## config.mk

```make
export PLATFORM = sky130hd
export DESIGN_NAME = tdp_divider
export DESIGN_NICKNAME = d
export VERILOG_FILES = /design/src/rtl/tdp_pkg.sv /design/src/rtl/tdp_divider.sv
export SDC_FILE = /design/constraint.sdc
export NUM_CORES = 1
export LEC_CHECK = 0
export BUFFER_PORTS_ARGS = -buffer_cell sky130_fd_sc_hd__buf_2
export CORE_MARGIN = 4
export CORE_UTILIZATION = 57
export CTS_BUF_LIST = sky130_fd_sc_hd__clkbuf_2
export DETAILED_ROUTE_END_ITERATION = 16
export GPL_TIMING_DRIVEN = 0
export PLACE_DENSITY = 0.82
export SYNTH_ARGS = -nofsm -noshare
export SYNTH_HDL_FRONTEND = slang
export SYNTH_SLANG_ARGS = --single-unit
```

## constraint.sdc

```tcl
create_clock -name clk -period 3.8 [get_ports clk]
set_input_delay 0.38 -clock clk [delete_from_list [all_inputs] [get_ports clk]]
set_output_delay 0.38 -clock clk [all_outputs]
set_load 0.02 [all_outputs]
```

## src/rtl/tdp_pkg.sv

```systemverilog
// ----------------------------------------------------------------------------
// tdp_pkg
// Shared types and constants for the trial-division prime test.
// ----------------------------------------------------------------------------
package tdp_pkg;

    // Width of the candidate port
    localparam int CAND_WIDTH = 32;

    // Status returned by the shared divider to the sequencer
    typedef struct packed {
        logic busy;   // division in progress
        logic done;   // one-cycle pulse: quotient and remainder valid
    } div_status_t;

endpackage

```

## src/rtl/tdp_divider.sv

```systemverilog
// ----------------------------------------------------------------------------
// tdp_divider
// Restoring radix-2 divider, one quotient bit per cycle, shared across all
// trial divisors. Results stay valid until the next start.
// ----------------------------------------------------------------------------
module tdp_divider
    import tdp_pkg::*;
#(
    parameter int WIDTH = 32
)
(
    input  logic             clk,
    input  logic             rst_n,
    input  logic             start,
    input  logic [WIDTH-1:0] dividend,
    input  logic [WIDTH-1:0] divisor,
    output logic [WIDTH-1:0] quotient,
    output logic [WIDTH-1:0] remainder,
    output div_status_t      status
);

    localparam int CNT_W = $clog2(WIDTH + 1);

    logic [WIDTH:0]   rem_reg,  rem_next;
    logic [WIDTH-1:0] quo_reg,  quo_next;
    logic [WIDTH-1:0] dsr_reg,  dsr_next;
    logic [CNT_W-1:0] cnt_reg,  cnt_next;
    logic             busy_reg, busy_next;
    logic             done_reg, done_next;

    logic [WIDTH:0]   trial;
    logic [WIDTH:0]   diff;
    logic             fits;

    always_comb
    begin
        trial     = {rem_reg[WIDTH-1:0], quo_reg[WIDTH-1]};
        diff      = trial - {1'b0, dsr_reg};
        fits      = (trial >= {1'b0, dsr_reg});
        rem_next  = rem_reg;
        quo_next  = quo_reg;
        dsr_next  = dsr_reg;
        cnt_next  = cnt_reg;
        busy_next = busy_reg;
        done_next = 1'b0;
        if (start)
        begin
            rem_next  = '0;
            quo_next  = dividend;
            dsr_next  = divisor;
            cnt_next  = CNT_W'(WIDTH);
            busy_next = 1'b1;
        end
        else if (busy_reg)
        begin
            // shift in one dividend bit, subtract when it fits
            rem_next = fits ? diff : trial;
            quo_next = {quo_reg[WIDTH-2:0], fits};
            cnt_next = cnt_reg - CNT_W'(1);
            if (cnt_reg == CNT_W'(1))
            begin
                busy_next = 1'b0;
                done_next = 1'b1;
            end
        end
    end

    always_ff @(posedge clk or negedge rst_n)
    begin
        if (!rst_n)
        begin
            rem_reg  <= '0;
            quo_reg  <= '0;
            dsr_reg  <= '0;
            cnt_reg  <= '0;
            busy_reg <= 1'b0;
            done_reg <= 1'b0;
        end
        else
        begin
            rem_reg  <= rem_next;
            quo_reg  <= quo_next;
            dsr_reg  <= dsr_next;
            cnt_reg  <= cnt_next;
            busy_reg <= busy_next;
            done_reg <= done_next;
        end
    end

    assign quotient    = quo_reg;
    assign remainder   = rem_reg[WIDTH-1:0];
    assign status.busy = busy_reg;
    assign status.done = done_reg;

endmodule

```

* Word level (Yosys, flattened, before mapping) *
Index checks and enable logic that the tools add are counted.

operators by class
  add/sub/neg operators = 2
  magnitude comparators = 1
  equality and inequality tests = 1
  muxes and demuxes = 13
  reductions and logical operators = 1

operator list
  kind                   count
  $mux W32               5
  $ge A33 B32 Y1         1
  $sub A32 B32 Y32       1
  $mux W6                2
  $eq A6 B1 Y1 const B   1
  $mux W1                6
  $sub A6 B1 Y6 const B  1
  $reduce_bool A2 Y1     1

storage, ports and cells
  bits in registers = 104
  output and inout bits = 66

* Depth between registers and ports, before layout *
Gate-level depths: netlist of run 1.

  depth in word-level cells = 4
  mapped depth = 14
  depth with buffers taken out = 11

* Least setup slack after synthesis of run 1 *
Ideal clock, no wire load.

  kind = reg-to-reg
  start point = register rem_reg[16]
  end point = register rem_reg[1]
  arrival time = 3.064 ns
  data required time = 3.713 ns
  slack = 0.649 ns
  stages on the path, launching flop included = 13
  path buffers = 3
  period minus slack after synthesis = 3.151 ns
  cell sequence = dfrtp_1 ha_1 buf_2 and4_1 buf_4 and3_1 nand3_1 or4_4 a2111oi_4 nor2_1 buf_2 mux2_4 a211oi_2

between the ends
  cells in the longest elaborated chain, start to end = 4

RTL lines
  item                    RTL line           source
  from (decl)             tdp_divider.sv:24  logic [WIDTH:0] rem_reg, rem_next;
  from (signal assigned)  tdp_divider.sv:81  rem_reg <= rem_next;
  $ge A33 B32 Y1          tdp_divider.sv:39  fits = (trial >= {1'b0, dsr_reg});
  $mux W32                tdp_divider.sv:57  rem_next = fits ? diff : trial;
  $mux W32                tdp_divider.sv:54  else if (busy_reg)
  $mux W32                tdp_divider.sv:46  if (start)

No other way between the ends. The select of a mux whose other input is x is not followed.
A chain may end at the register's enable or synchronous reset.

* Worst setup path in the final report of run 1 *
  start point = register rem_reg[14]
  end point = register rem_reg[26]

between the ends
  cells in the longest elaborated chain, start to end = 4

RTL lines
  item                                                RTL line
  $sub A32 B32 Y32 or $ge A33 B32 Y1 (tied branches)  tdp_divider.sv:38, tdp_divider.sv:39
  $mux W32 *                                          tdp_divider.sv:57
  $mux W32 *                                          tdp_divider.sv:54
  $mux W32 *                                          tdp_divider.sv:46

Every way passes the cells marked *; elsewhere a longest branch is shown, timed or not. The select of a mux whose other input is x is not followed.

==> results.md, run 1 <==
- CP required: about 4.3 ns
- Fin worst setup slack: 0.273 ns
- H-tree depth: 3
- Clock transition at path regs: 0.28 ns
- Hold Path Class: primary input to flop
- Boundary Pins: 133
- Drt via density: 5.87
- R2R setup slack: between 0.2 and 0.3 ns
- YS warnings: 0
- Share of cells above drive strength 1: 0.180
- Hold_sp: start
- Vias in the first global route: 6539
- Starting density of the core: 0.586
- Syn Inst Count: between 700 and 800
- Top_reg_cell synth: dfrtp_1
- Endpoint type of the worst setup path: flop
- Clock Power Share: 0.121
- Pint: 2.68 mW
- Crit path kind: flop to flop
- Clock skew: ~0.035 ns
- Reg2reg start: rem_reg[14]
- Num rows: 38
- # port buffers: 131
- Initial antenna violation count: 0
- Longest Clk Path Bufs: 2
- Num Clock Sinks: around 100
- 1st-iter DRT viols: between 500 and 600
- Sequential-to-total area share from yosys stat: 0.406
- EDFF count, synth: 0
- Routed Antenna Nets: 0
- R2R depth: 13
- Largest net degree at the start of global routing: 54
- Worst slew pin tran: between 0.7 and 0.8 ns
- Crit share post-route: 0.928
- Overflow after GRT: 0
- CTS Buf Count: 9
- Hold Path Sink: quotient[13]
- Slew Limit Fails: 0
- DRC: 0
- Clk_lat worst skew: approximately 0.6 ns
- First-pass GRT wire length: between 30 and 40 mm
- Place WS: 0.105 ns
- Comb pwr share: 0.563
- Total GRT Usage: 0.307
- Routed len/inst: 17.8 um
- DP HPWL: 13.4 mm
- Syn_nets: 835
- Achievable frequency: about 280 MHz
- Total number of vias: 6383
- Die height: roughly 110 um
- Die width: ~110 um
- Area growth, synth to finish: 25.9%
- P_sw: 2.30 mW
- Yosys reg bits: 104
- PwrDens: 617 nW/um^2
- Worst hold path depth: 2
- Worst setup startpoint: rem_reg[14]
- Final setup viols: 0
- Postcts setup bufs: 0
- Ys async rst share: 1.00
- Final hold viol count: 0
- Reg2reg end: rem_reg[26]
- Cell Area, Synth: ~6400 sq um
- Final wirelength: 19.4 mm
- Synthesized area per cell: 8.74 sq um
- Static leakage: roughly 4.2 nW
- CTS tree: done
- Period minus WS final: 3.53 ns
- RSZ-0062 raised after global routing: false
- Max-cap viol count: 0
- Area of the multi-input gates: between 3000 and 4000 sq um
- Clk root buf: clkbuf_2
- Final TNS setup: 0 ns
- Fill cell count: roughly 800
- Slew HR: 0.493
- Sequential Power Share: 0.316
- Storage cell area: 2600 sq um
- Die ar.: 13000 sq um
- Final nets: 1043
- CP startpoint kind: flop
- Crit path DAT: 4.01 ns
- Net Sw Frac: 0.462
- Core box area: 10900 sq um
- Drt first pass iters: 5
- Yosys cell types: 60
- Critical Path Fanout Max: 10
- Status: finished, final reports clean
- Maximum vdd ir drop: just over 0.3 mV
- Final GP Congestion: 0.943
==> metal layers <==
metal | wire [um] | vias up | GRT usage
li1 | - | 2988 | -
met1 | 7890 | 3034 | 0.405
met2 | 9240 | 303 | 0.499
met3 | 1530 | 58 | 0.0493
met4 | 713 | 0 | 0.143
met5 | 0 | - | 0
==> stage by stage <==
| step | power [mW] | cell area [sq um] | utilization | hold WS (ns) | instances |
|---|---|---|---|---|---|
| 2_1_floorplan | 3.51 | 6400 | - | 0.0844 | 733 |
| 6_report | 4.98 | 8070 | 0.738 | 0.156 | 1087 |
| 4_1_cts | 4.92 | 8050 | 0.736 | 0.110 | 1086 |
| 5_1_grt | 5.34 | 8060 | 0.737 | 0.125 | 1086 |
| 3_3_place_gp | 4.18 | 7240 | 0.662 | 0.506 | 1004 |
| 3_5_place_dp | 4.26 | 7270 | 0.664 | 0.465 | 1005 |
==> layout by cell type (no fill, tap or decap), types with 10 or more instances in the layout <==
master	n
a21o_1	13
dlygate4sd3_1	65
clkbuf_1	28
clkbuf_2	13
dfrtp_1	104
a311oi_1	18
xor2_1	10
ha_1	34
o21ai_0	78
buf_2	134
nor2_1	42
a21oi_1	41
mux2i_1	33
inv_1	42
xnor2_1	19
nand2_1	122
==> power groups by stage <==
stage	logic [mW]	registers, mW	clock network [mW]
global placement	2.60	1.57	0
detailed placement	2.67	1.59	0
CTS	2.74	1.56	0.618
global route	3.07	1.61	0.659
floorplan	1.77	1.74	0
finish	2.80	1.58	0.604
==> cell families after synthesis <==
family          Yosys count  synth area share
xor+xnor                 29            0.0397
flops                   104             0.406
fa+ha+maj                35            0.0695
compound gates          209             0.206
mux                      36            0.0574
buf+inv                  86            0.0559
simple gates            234             0.166
==> critical path: stages (launching register included) <==
cell	delay (ns)
dfrtp_1	0.50
ha_1	0.29
buf_2	0.17
and4_1	0.20
buf_4	0.14
and3_1	0.19
nand3_1	0.13
or4_4	0.60
a2111oi_4	0.32
nor2_1	0.11
buf_2	0.22
buf_2	0.23
a31oi_1	0.21
o22ai_1	0.10
==> synth_stat cells, types with 9 or more instances <==
cell,count,share of area
a21o_1,13,0.015
a21oi_1,42,0.033
a311oi_1,18,0.025
clkbuf_1,29,0.017
dfrtp_1,104,0.41
ha_1,34,0.066
inv_1,42,0.025
mux2i_1,33,0.052
nand2_1,122,0.071
nand3_1,9,0.0070
nor2_1,42,0.025
o21ai_0,78,0.061
o21ai_1,9,0.0070
xnor2_1,19,0.026
xor2_1,10,0.014
==> final cells by class <==
cell class                      count  share of cell area
Antenna cell                        1            0.000310
Clock inverter                      4             0.00962
Tap cell                          140              0.0217
Timing Repair Buffer              197               0.166
Multi-Input combinational cell    543               0.428
Sequential cell                   104               0.323
Inverter                           42              0.0195
Clock buffer                       12             0.00745
Buffer                             44              0.0250
==> how the worst max path moves through the flow <==
stage / to / slack, ns / cells past startpoint
2_1_floorplan: rem_reg[1] / 0.65 / 12
3_3_place_gp: rem_reg[5] / 0.23 / 12
3_5_place_dp: rem_reg[24] / 0.10 / 11
4_1_cts: rem_reg[24] / 0.03 / 11
5_1_grt: rem_reg[27] / 0.008 / 13
6_report: rem_reg[26] / 0.27 / 13
==> timing repair <==
action                                  in CTS  in global routing
gates resized for setup                      0                  4
hold buffers                                65                  0
endpoints found under the hold margin      116                  0
endpoints found under the setup margin       0                 14
Note: power is estimated with default switching activity, not from simulation.
==> inputs of run 2 (changes only) <==
==> constraint.sdc (replaced) <==
create_clock -name clk -period 3.8 [get_ports clk]
set_input_delay 0.76 -clock clk [delete_from_list [all_inputs] [get_ports clk]]
set_output_delay 0.76 -clock clk [all_outputs]
set_load 0.02 [all_outputs]
==> run 2 against run 1 <==
  * Clock-buffer cell count stayed put
  * Sequential power barely moved
  * Clock skew increased by 0.0064 ns
  * Combinational power down 2%
  * Register-to-register slack barely moved
  * First-iteration DRC count fell by 18%
  * Highest routed layer unchanged
==> results.md, run 2 (synthesized netlist as in run 1, its figures left out) <==
- Final nets: 978
- Routed Antenna Nets: 0
- Initial antenna violation count: 0
- Clk root buf: clkbuf_2
- H-tree depth: 3
- Final GP Congestion: 0.943
- Post-layout util: 0.678
- Die width: 114 um
- Crit path kind: flop to flop
- Clock skew: 0.0414 ns
- Final instance area: 7410 sq um
- Area growth, synth to finish: 15.7%
- Final hold viol count: 0
- Core box area: 10900 sq um
- Max-cap viol count: 0
- Worst path bufs/invs: 4
- Endpoint type of the worst setup path: flop
- Crit-path cells: ha_1, buf_2, and4_1, buf_4, and3_1, nand3_1, or4_4, a2111oi_4, nor2_1, buf_2, buf_2, a31oi_1, o22ai_1
- # diodes: 0
- Final TNS setup: 0 ns
- RSZ-0062 raised after global routing: false
- Hold buffer count at cts: 0
- Share of cells above drive strength 1: 0.193
- Most common cell after layout, fill and taps aside: buf_2
- Fill cell count: 905
- CP required: 4.28 ns
- R2R setup slack: 0.28 ns
- Drt first pass iters: 5
- DP HPWL: approximately 13 mm
- CTS Buf Count: 9
- Largest net degree at the start of global routing: 54
- CTS tree: done
- Crit-path leading delay family: simple AND/OR/NAND/NOR gates
- Cell Area, Placed: 7270 sq um
- Longest Clk Path Bufs: 2
- 1st-iter DRT viols: 422
- Achievable frequency: 284 MHz
- Slowest-stage cell, CP: or4_4
- Vias in the first global route: 6033
- # port buffers: 131
- Total GRT Usage: 0.277
- Total number of vias: 6005
- Worst path max stage delay: 0.60 ns
- Status: finished, final reports clean
- Crit path top cell by count: buf_2
- Worst hold margin: between 0.15 and 0.2 ns
- Slew Limit Fails: 0
- Num rows: 38
- Tot Pwr: roughly 4.9 mW
- Area of the multi-input gates: around 3500 sq um
- Static leakage: 3.90 nW
- Crit share post-route: 0.926
- Slew HR: 0.494
- Storage cell area: 2600 sq um
- Critical Path Fanout Max: 10
- Boundary Pins: 133
- Drt via density: 5.88
- Starting density of the core: 0.586
- Final setup viols: 0
- Worst slew pin tran: 0.754 ns
- Overflow after GRT: 0
- Crit path DAT: 4.00 ns
- Hold Path Class: primary input to asynchronous set/reset pin
- First-pass GRT wire length: between 20 and 30 mm
- Clk_lat worst skew: 0.60 ns
- Num Clock Sinks: 104
- DRC: 0
- Period minus WS final: 3.52 ns
- CP startpoint kind: flop
- Routed len/inst: 17.2 um
- Maximum vdd ir drop: about 0.3 mV
- Die ar.: 13000 sq um
- Die height: between 100 and 150 um
- Commonest cells after routing, fill and taps aside: buf_2 (134), nand2_1 (122), dfrtp_1 (104), o21ai_0 (78)
- Clock transition at path regs: 0.26 ns
- PwrDens: between 600 and 700 nW/um^2
- Final wirelength: 17.5 mm
==> run 2: path summary, 6_finish.rpt <==
check | startpoint | endpoint | cells after the start
worst max-delay path | rem_reg[14] | rem_reg[26] | 13
worst min register to register | dsr_reg[28] | dsr_reg[28] | 2
worst max register to register | rem_reg[14] | rem_reg[26] | 13
min in group clk | dividend[13] | quotient[13] | 3
worst min-delay path | rst_n | dsr_reg[11] | 1
max in group asynchronous | rst_n | dsr_reg[28] | 2
==> run 2: where the power goes <==
group	switching [mW]	internal, mW	total, mW	leakage (nW)
Sequential	0.240	1.33	1.57	1.32
Combinational	1.66	1.08	2.74	2.49
Clock	0.372	0.230	0.602	0.0868
==> run 2: per-stage QoR <==
step	cells	setup slack, ns
after global placement	1004	0.228
after detailed placement	1005	0.105
after CTS	1021	0.0291
after floorplan	733	0.649
after global routing	1021	0.00791
final	1021	0.281
==> run 2: cell type report <==
cell class	instances	share of cell area
multi-input combinational	543	0.466
sequential	104	0.351
timing repair buffer	132	0.0925
buffer	44	0.0272
tap	140	0.0236
inverter	42	0.0213
clock inverter	4	0.0105
clock buffer	12	0.00810
==> run 2: what timing repair did <==
action	CTS	global route
gates resized for setup	0	4
setup endpoints to repair	0	13
buffers inserted	0	0
==> run 2: layer usage <==
| metal | global-route usage | vias to the layer above | part of all wire |
|---|---|---|---|
| met5 | 0 | - | 0 |
| met3 | 0.0446 | 32 | 0.085 |
| met1 | 0.377 | 2839 | 0.42 |
| met2 | 0.449 | 277 | 0.47 |
| met4 | 0.0998 | 0 | 0.024 |
| li1 | - | 2857 | - |
